**src/rtl/xs_pkg.sv**
```systemverilog
// Shared types and the data-width constant for the exchange sorter.
package xs_pkg;

  localparam int unsigned DATA_W = 32;

  // One slot of the cell chain: a held value or a value in flight.
  typedef struct packed {
    logic                     vld;
    logic signed [DATA_W-1:0] data;
  } slot_t;

  // Top-level sequencer phases.
  typedef enum logic [1:0] {
    ST_LOAD,
    ST_DRAIN,
    ST_EMIT
  } state_t;

endpackage

```
**src/rtl/xs_cell.sv**
```systemverilog
// Insertion chain cell: keeps the smaller value, passes larger on, or shifts left.
module xs_cell (
  input  logic          clk,
  input  logic          rst_n,
  input  logic          shift,
  input  xs_pkg::slot_t carry_in,
  input  xs_pkg::slot_t right_held,
  output xs_pkg::slot_t carry_out,
  output xs_pkg::slot_t held
);

  logic                             held_vld_r, held_vld_nxt;
  logic signed [xs_pkg::DATA_W-1:0] held_data_r, held_data_nxt;
  logic                             carry_vld_r, carry_vld_nxt;
  logic signed [xs_pkg::DATA_W-1:0] carry_data_r, carry_data_nxt;

  // Insert or shift decision
  always_comb begin
    held_vld_nxt   = held_vld_r;
    held_data_nxt  = held_data_r;
    carry_vld_nxt  = 1'b0;
    carry_data_nxt = carry_data_r;
    if (shift) begin
      // emit phase: take the right neighbour's value
      held_vld_nxt  = right_held.vld;
      held_data_nxt = right_held.data;
    end else if (carry_in.vld) begin
      if (!held_vld_r) begin
        held_vld_nxt  = 1'b1;
        held_data_nxt = carry_in.data;
      end else if (carry_in.data < held_data_r) begin
        held_data_nxt  = carry_in.data;
        carry_vld_nxt  = 1'b1;
        carry_data_nxt = held_data_r;
      end else begin
        carry_vld_nxt  = 1'b1;
        carry_data_nxt = carry_in.data;
      end
    end
  end

  // Control bits
  always_ff @(posedge clk) begin
    if (!rst_n) begin
      held_vld_r  <= 1'b0;
      carry_vld_r <= 1'b0;
    end else begin
      held_vld_r  <= held_vld_nxt;
      carry_vld_r <= carry_vld_nxt;
    end
  end

  // Payload
  always_ff @(posedge clk) begin
    held_data_r  <= held_data_nxt;
    carry_data_r <= carry_data_nxt;
  end

  assign held.vld       = held_vld_r;
  assign held.data      = held_data_r;
  assign carry_out.vld  = carry_vld_r;
  assign carry_out.data = carry_data_r;

endmodule

```
**src/rtl/exchange_sorter.sv**
```systemverilog
// Top level of the exchange sorter: cell chain plus load, settle and emit sequencer.
//
// Use: present a value on in_value with in_last_in and raise start; the
// value is taken at a clock edge where start is high and busy is low.
// Values are loaded at one per cycle while busy is low. Up to DEPTH values
// are held; further values of the run are dropped, but an in_last_in
// transfer still closes the run.
// Each loaded value ripples through a row of DEPTH cells, one cell a
// cycle, and settles in ascending order among those already held.
// After the last transfer busy stays high while the chain settles, then
// the held values leave the chain one per cycle from the head cell: one
// result per held value on out_sorted_value, each marked by out_valid for
// one cycle, out_last_out on the final one.
// busy falls as the last result reaches the ports, so a new run may
// start while it is there. The receiver cannot stall.
// Reset (rst_n low, synchronous) empties every cell and the fill count.
module exchange_sorter #(
  parameter int DEPTH = 32
) (
  input  logic                             clk,
  input  logic                             rst_n,
  input  logic                             start,
  output logic                             busy,
  input  logic signed [xs_pkg::DATA_W-1:0] in_value,
  input  logic                             in_last_in,
  output logic                             out_valid,
  output logic signed [xs_pkg::DATA_W-1:0] out_sorted_value,
  output logic                             out_last_out
);

  localparam int CNT_W = $clog2(DEPTH + 1);
  localparam int DRN_W = $clog2(DEPTH);
  localparam logic [CNT_W-1:0] FULL = CNT_W'(DEPTH);
  localparam logic [DRN_W-1:0] DRAIN_LEN = DRN_W'(DEPTH - 1);

  xs_pkg::state_t state_r, state_nxt;
  logic [CNT_W-1:0] count_r, count_nxt;
  logic [DRN_W-1:0] drain_r, drain_nxt;
  logic             out_valid_r, out_valid_nxt;
  logic             out_last_r, out_last_nxt;
  logic signed [xs_pkg::DATA_W-1:0] out_data_r;

  logic          accept;
  logic          shift;
  xs_pkg::slot_t carry [DEPTH+1];
  xs_pkg::slot_t held  [DEPTH+1];

  assign accept = start && !busy;

  // Head of the chain: an accepted value enters while there is room
  assign carry[0].vld  = accept && (count_r < FULL);
  assign carry[0].data = in_value;
  assign held[DEPTH]   = '0;

  // Row of cells
  for (genvar g = 0; g < DEPTH; g++) begin : g_cell
    xs_cell u_cell (
      .clk        (clk),
      .rst_n      (rst_n),
      .shift      (shift),
      .carry_in   (carry[g]),
      .right_held (held[g+1]),
      .carry_out  (carry[g+1]),
      .held       (held[g])
    );
  end

  // Sequencer: next state and outputs
  always_comb begin
    state_nxt     = state_r;
    count_nxt     = count_r;
    drain_nxt     = drain_r;
    out_valid_nxt = 1'b0;
    out_last_nxt  = 1'b0;
    shift         = 1'b0;
    busy          = 1'b1;
    case (state_r)
      xs_pkg::ST_LOAD: begin
        busy = 1'b0;
        // busy is low here, so start alone marks a transfer
        if (start) begin
          if (count_r < FULL) begin
            count_nxt = count_r + CNT_W'(1);
          end
          if (in_last_in) begin
            drain_nxt = DRAIN_LEN;
            state_nxt = xs_pkg::ST_DRAIN;
          end
        end
      end
      xs_pkg::ST_DRAIN: begin
        if (drain_r == '0) begin
          state_nxt = xs_pkg::ST_EMIT;
        end else begin
          drain_nxt = drain_r - DRN_W'(1);
        end
      end
      xs_pkg::ST_EMIT: begin
        shift         = 1'b1;
        out_valid_nxt = 1'b1;
        count_nxt     = count_r - CNT_W'(1);
        if (count_r == CNT_W'(1)) begin
          out_last_nxt = 1'b1;
          state_nxt    = xs_pkg::ST_LOAD;
        end
      end
      default: begin
        state_nxt = xs_pkg::ST_LOAD;
      end
    endcase
  end

  // Control registers
  always_ff @(posedge clk) begin
    if (!rst_n) begin
      state_r     <= xs_pkg::ST_LOAD;
      count_r     <= '0;
      drain_r     <= '0;
      out_valid_r <= 1'b0;
      out_last_r  <= 1'b0;
    end else begin
      state_r     <= state_nxt;
      count_r     <= count_nxt;
      drain_r     <= drain_nxt;
      out_valid_r <= out_valid_nxt;
      out_last_r  <= out_last_nxt;
    end
  end

  // Result data from the head cell
  always_ff @(posedge clk) begin
    if (shift) begin
      out_data_r <= held[0].data;
    end
  end

  assign out_valid        = out_valid_r;
  assign out_sorted_value = out_data_r;
  assign out_last_out     = out_last_r;

`ifndef SYNTHESIS
  // no value may fall off the end of the chain
  a_no_overflow: assert property (@(posedge clk) disable iff (!rst_n)
    !carry[DEPTH].vld)
    else $error("value carried past the last cell");

  // every emit cycle reads a held value from the head cell
  a_head_held: assert property (@(posedge clk) disable iff (!rst_n)
    (state_r == xs_pkg::ST_EMIT) |-> held[0].vld)
    else $error("emit with empty head cell");

  // results only follow an emit cycle
  a_out_from_emit: assert property (@(posedge clk) disable iff (!rst_n)
    out_valid |-> $past(state_r == xs_pkg::ST_EMIT))
    else $error("result strobe outside emit phase");

  // a closing transfer makes the block busy
  a_busy_after_last: assert property (@(posedge clk) disable iff (!rst_n)
    (accept && in_last_in) |=> busy)
    else $error("not busy after closing transfer");

  // the final mark rides on a result
  a_last_valid: assert property (@(posedge clk) disable iff (!rst_n)
    out_last_out |-> out_valid)
    else $error("last mark without result");
`endif

endmodule
```
**config.mk**
```make
export PLATFORM = sky130hd
export DESIGN_NAME = exchange_sorter
export DESIGN_NICKNAME = d
export VERILOG_FILES = /design/src/rtl/xs_pkg.sv /design/src/rtl/xs_cell.sv /design/src/rtl/exchange_sorter.sv
export SDC_FILE = /design/constraint.sdc
export NUM_CORES = 2
export LEC_CHECK = 0
export ABC_AREA = 1
export ABC_CLOCK_PERIOD_IN_PS = 4600
export BUFFER_PORTS_ARGS = -buffer_cell sky130_fd_sc_hd__buf_2
export CAP_MARGIN = 15
export CELL_PAD_IN_SITES_DETAIL_PLACEMENT = 2
export CELL_PAD_IN_SITES_GLOBAL_PLACEMENT = 2
export CORE_MARGIN = 3
export CORE_UTILIZATION = 40
export DETAILED_ROUTE_END_ITERATION = 6
export PLACE_DENSITY_LB_ADDON = 0.25
export SLEW_MARGIN = 10
export SYNTH_ARGS = -nofsm -noshare
export SYNTH_HDL_FRONTEND = slang
export SYNTH_SLANG_ARGS = --single-unit
```
**constraint.sdc**
```tcl
create_clock -name clk -period 4.6 [get_ports clk]
set_input_delay 0.23 -clock clk [delete_from_list [all_inputs] [get_ports clk]]
set_output_delay 0.23 -clock clk [all_outputs]
set_load 0.03 [all_outputs]
```
; Word-level counts from Yosys, hierarchy flattened
; Cells that the tools add are included.
[op_classes]
n_addsub = 3
mul = 0
div_mod_pow = 0
n_lt_le_gt_ge = 33
n_eq_ne = 41
n_shift = 0
n_mux = 265
bitwise = 33
n_reduce_logical = 136
[op_table]
columns = op, n
row1 = two-way mux 32 bit, 157
row2 = less-than comparator 32 bit, 32
row3 = two-way mux 1 bit, 96
row4 = AND reduction 3 bit, 32
row5 = OR reduction 3 bit, 31
row6 = "inequality test 3 bit, second input constant", 30
row7 = AND reduction 2 bit, 33
row8 = nonzero test 2 bit, 33
row9 = NOT 1 bit, 33
row10 = two-way mux 5 bit, 3
row11 = two-way mux 6 bit, 2
row12 = "inequality test 2 bit, second input constant", 6
row13 = case mux 6 bit (2 select lines), 1
row14 = case mux 5 bit (2 select lines), 1
row15 = two-way mux 2 bit, 4
row16 = AND reduction 4 bit, 2
row17 = "adder 6 x 1 -> 6 bit, second input constant", 1
row18 = "equality test 6 x 1 -> 1 bit, second input constant", 1
row19 = "less-than comparator 6 bit, second input constant", 1
row20 = case mux 2 bit (3 select lines), 1
row21 = "subtractor 6 x 1 -> 6 bit, second input constant", 1
row22 = logical NOT 5 bit, 1
row23 = "subtractor 5 x 1 -> 5 bit, second input constant", 1
row24 = "inequality test 3 x 2 -> 1 bit, second input constant", 1
row25 = other kinds (6), 7
[totals]
regBits = 2126
latch_bits = 0
ramBits = 0
mem_bits_ro = 0
inputBits = 36
out_inout_bits = 35
mem_count = 0

; Logic depth before layout (Yosys ltp)
[depth]
ltp_word = 5
mapped_depth = 19
mapped_depth_nobuf = 18

; By module
; From an unflattened synthesis, not the netlist that was laid out.
[hier_totals]
cells_unflattened = 13750
hier_area_um2 = 122298.5
[by_module_without_submodules]
columns = mod, n_inst, cells_per_inst, area_per_inst_um2
row1 = xs_cell (g_cell[0].u_cell ...), 30, 425, 3771.1
row2 = xs_cell (g_cell[8].u_cell ...), 2, 425, 3703.6
row3 = exchange_sorter, 1, 150, 1757.9

; Least setup slack after synthesis
; No wires, ideal clock.
[synth_path]
kind = register to register
startpoint = register state_r[1]
endpoint = register g_cell[13].u_cell.carry_data_r[0] (netlist bit), enable pin
setup_time_ns = 0.461
t_arrival_ns = 3.642
t_required_ns = 4.139
path_slack_ns = 0.497
stages_incl_launch_ff = 6
cell_sequence = dfxtp_1 > inv_1 > nor2_1 > clkbuf_1 > buf_1 > nor3_1
[synth_between]
elab_chain_cells = 4
[synth_lines]
columns = item, line_no
row1 = "start, declared", exchange_sorter.sv:36  ; xs_pkg::state_t state_r, state_nxt;
row2 = "start signal, assigned", exchange_sorter.sv:116  ; state_r <= xs_pkg::ST_LOAD;
row3 = "start signal, assigned", exchange_sorter.sv:122  ; state_r <= state_nxt;
row4 = equality test 2 bit, exchange_sorter.sv:77  ; case (state_r)
row5 = two-way mux 1 bit, exchange_sorter.sv:77
row6 = via g_cell[0].u_cell.shift, xs_cell.sv:5  ; input logic shift,
row7 = NOT 1 bit (no line), -
row8 = AND reduction 3 bit (no line), -
row9 = "end signal, assigned", xs_cell.sv:56  ; carry_data_r <= carry_data_nxt;
row10 = "end, declared", xs_cell.sv:15  ; logic signed [xs_pkg::DATA_W-1:0] carry_data_r, carry_data_nxt;
; The timed path passes the listed nets, and every way through them passes these cells.
; A chain may end at the register's enable or synchronous reset.

; Final worst setup path
[layout_path]
startpoint = register g_cell[30].u_cell.carry_data_r[23] (netlist bit)
endpoint = register g_cell[31].u_cell.held_data_r[16] (netlist bit)
[layout_between]
elab_chain_cells = 3
[layout_lines]
columns = item, line_no
row1 = "start, declared", xs_cell.sv:15
row2 = "start signal, assigned", xs_cell.sv:56
row3 = less-than comparator 32 bit, xs_cell.sv:31  ; end else if (carry_in.data < held_data_r) begin
row4 = inequality test 2 bit (no line), -
row5 = AND reduction 2 bit (no line), -
row6 = "end signal, assigned", xs_cell.sv:55  ; held_data_r <= held_data_nxt;
row7 = "end, declared", xs_cell.sv:13  ; logic signed [xs_pkg::DATA_W-1:0] held_data_r, held_data_nxt;
; No other way between the ends.

==> results.py <==
metrics = {
    "route": {
        "drtIter0Drc": 5164,
        "ant_nets": 0,
        "vias_per_cell": 5.448,
        "drtPass1Iterations": 7,
        "drc_errors": 0,
        "drt_wl_total_um": 344500,
        "via_count": 84745,
        "post_drt_wl_per_cell_um": 22.15,
    },
    "cells_and_area": {
        "drive_gt1_share_pct": 5.132,
        "layout_common_cells": "3203 x nand2_1, 2016 x edfxtp_1, 1757 x o21ai_0, 1422 x inv_1, 997 x ha_1",
        "nets": 12672,
        "register_area_um2": 62740,
        "final_common_cell": "nand2_1",
        "area_delta_synth_final_pct": 11.09,
        "multi_input_area_um2": 41910,
        "fillers": 29460,
    },
    "logic_synthesis": {
        "synth_top_area_share_pct": 54.07,
        "synth-seq-cells": 2126,
        "synth_top_flop_cell": "edfxtp_1",
        "netlist_area_um2": 112000,
        "syn_area_per_cell_um2": 9.638,
        "ys_top_cells_by_area": "edfxtp_1 54%, ha_1 11%, nand2_1 11%",
        "synth_enable_flop_cells": 2016,
        "synth_top_area_cell": "edfxtp_1",
        "async_flop_share_pct": 0,
        "synth_cell_types": 47,
        "synth_nets": 12650,
        "postSynthCellCount": 11617,
        "ys_seq_area_share_pct": 56.04,
        "synth_warnings": 0,
    },
    "sta": {
        "setup_viol": 0,
        "tightestPinTransition_ns": 1.105,
        "slew_viol_final": 0,
        "rsz0062_at_grt": "false",
        "whs_ns": 0.1942,
        "timing.fmax_mhz": 282.6,
        "finalCriticalPeriod_ns": 3.539,
        "fin_setup_tns_ns": 0,
        "skew_ns": 0.04580,
        "max_slew_margin_pct": 26.17,
        "period_share_pct": 76.93,
        "hold_viol_final": 0,
    },
    "global_routing": {
        "overflow": 0,
        "antenna_found_initial": 6,
        "grt_pass1_wl_um": 552100,
        "grt_max_degree": 208,
        "grt_pass1_vias": 96309,
        "grt_util_all_layers_pct": 23.85,
    },
    "critical_path": {
        "worstPathRequired_ns": 5.39,
        "crit_fanout": 64,
        "critical_path_class": "reg -> reg",
        "crit_path_end_kind": "register",
        "cp-start-kind": "register",
        "crit_arrival_ns": 4.33,
    },
    "floorplanning": {
        "initial_core_util_pct": 40.35,
        "row_count": 193,
        "core_area_um2": 277500,
        "ioPinCount": 71,
        "die_area_um2": 286300,
        "dieWidth_um": 535.1,
        "die_y_um": 535.1,
    },
    "power": {
        "finalPower_w": 0.04694,
        "p_per_area_nw_per_um2": 377.4,
        "swShare_pct": 26.48,
        "combPwrFrac_pct": 10.8,
        "p_switching_w": 0.01243,
        "power_leakage_nw": 53.57,
        "vdd_drop_max_uv": 317.7,
        "p_seq_share_pct": 47.9,
        "p_int_w": 0.03451,
        "p_clk_share_pct": 41.3,
    },
    "outcome": {
        "run_status": "finished clean",
    },
    "clock_tree": {
        "cts_buffers": 244,
        "clock_path_buffers": 4,
        "cts_tree": "yes",
        "cts_resized": 0,
        "h-tree-depth": 4,
        "path_clk_slew_ns": 0.06,
        "cts_sinks": 2126,
        "ctsRootBufferMaster": "clkbuf_16",
        "clock_latency_ns": 0.93,
    },
    "run": {
        "maxCapViolations": 0,
    },
    "place": {
        "port_buffers": 70,
        "place.gp.congestion": 0.8252,
        "dp_hpwl_um": 244500,
    },
    "min_path": {
        "min-delay-path-class": "in -> reg",
    },
}
==> flip-flops by register name (all words and copies together), names as in the netlist <==
name and count:
g_cell.u_cell.held_data_r 1024, out_sorted_value 32, drain_r 5, count_r 6, out_valid 1, g_cell.u_cell.carry_vld_r 31, state_r 2, g_cell.u_cell.held_vld_r 32
out_last_out 1, g_cell.u_cell.carry_data_r 992
==> power groups by stage <==
| stage | clock [W] | combinational [W] | sequential, W |
|---|---|---|---|
| detailed placement | 0 | 0.00502 | 0.0229 |
| CTS | 0.0198 | 0.00514 | 0.0225 |
| finish | 0.0194 | 0.00508 | 0.0225 |
| floorplan | 0 | 0.00324 | 0.0228 |
| global route | 0.0206 | 0.00581 | 0.0225 |
| global placement | 0 | 0.00460 | 0.0229 |
==> metrics by stage <==
step           setup WS [ns]  utilization [%]  area, um2  std cells
2_1_floorplan         0.4970                -     112000      11617
3_3_place_gp           1.245            41.85     116100      15055
3_5_place_dp           1.129            41.88     116200      15059
4_1_cts                1.036            44.80     124300      15549
5_1_grt               0.7643            44.83     124400      15554
6_report               1.061            44.83     124400      15554
==> worst max-delay path, stage by stage (launching register included) <==
cell	delay [ns]
edfxtp_1	0.41
ha_1	0.33
nand2_1	0.26
nor2_1	0.10
nor3_1	0.63
a21oi_1	0.17
nor2_1	0.21
nand2_1	0.11
nand2_2	0.08
nand3_4	0.61
a21oi_1	0.40
nor2_1	0.08
==> what timing repair did <==
| item | 4_1_cts | 5_1_grt |
|---|---|---|
| buffers inserted | 0 | 0 |
| hold buffers | 36 | 0 |
| hold endpoints to repair | 77 | 0 |
| setup endpoints to repair | 0 | 0 |
==> cells by family after synthesis <==
logic type / Yosys count / synth area share (%)
AND/OR/NAND/NOR: 4057 / 14.47
buffers and inverters: 1885 / 6.668
flip-flops: 2126 / 56.04
adder cells (fa/ha/maj): 997 / 11.14
AO/OA/AOI/OAI: 2548 / 11.65
XOR/XNOR: 4 / 0.03130
==> metal layers <==
| metal | part of all wire [%] | global-route usage [%] |
|---|---|---|
| met1 | 44 | 31.09 |
| met2 | 51 | 42.98 |
| met3 | 2.9 | 2.339 |
| met4 | 1.8 | 4.701 |
| met5 | 0.0035 | 0 |
==> area by class of cell <==
cell class              instances  share of cell area, %
well taps                    3705                  3.727
diodes                          2               0.004024
inverters                    1429                  4.320
clock buffers                 328                  5.392
repair buffers                232                  1.604
flip-flops and latches       2126                  50.44
multi-input cells            7606                  33.69
clock inverters               126                 0.8158
==> synthesized netlist by cell type, types with 2 or more instances <==
master       n
nand2_2     25
nand4_1     78
o22ai_1      2
xor2_1       3
o21ai_1     19
a31oi_1      2
buf_1        5
clkbuf_2    18
a41oi_1      2
nor4_1      24
a221oi_1     4
a21o_1      11
nor3_1      78
a211oi_1    24
nor4_2       2
o211ai_1    53
o21ai_0   1757
nand3_1    314
and3_1       3
nor2_1     299
inv_1     1423
inv_2        6
ha_1       997
buf_6        7
buf_4       26
o21a_1       8
a21oi_1    657
o21bai_1     5
dfxtp_1    110
buf_2      174
nand3b_1    17
o221ai_1     2
nand2_1   3208
edfxtp_1  2016
clkbuf_1   226
==> path summary, 6_finish.rpt <==
check	startpoint	end	slack [ns]	cells after the start
worst max register to register	g_cell[30].u_cell.carry_data_r[23]	g_cell[31].u_cell.held_data_r[16]	1.06	11
worst min-delay path	in_value[2]	g_cell[0].u_cell.held_data_r[2]	0.19	4
worst max-delay path	g_cell[30].u_cell.carry_data_r[23]	g_cell[31].u_cell.held_data_r[16]	1.06	11
worst min register to register	g_cell[0].u_cell.held_data_r[10]	out_sorted_value[10]	0.44	0
Power figures use the tool's default switching activity.
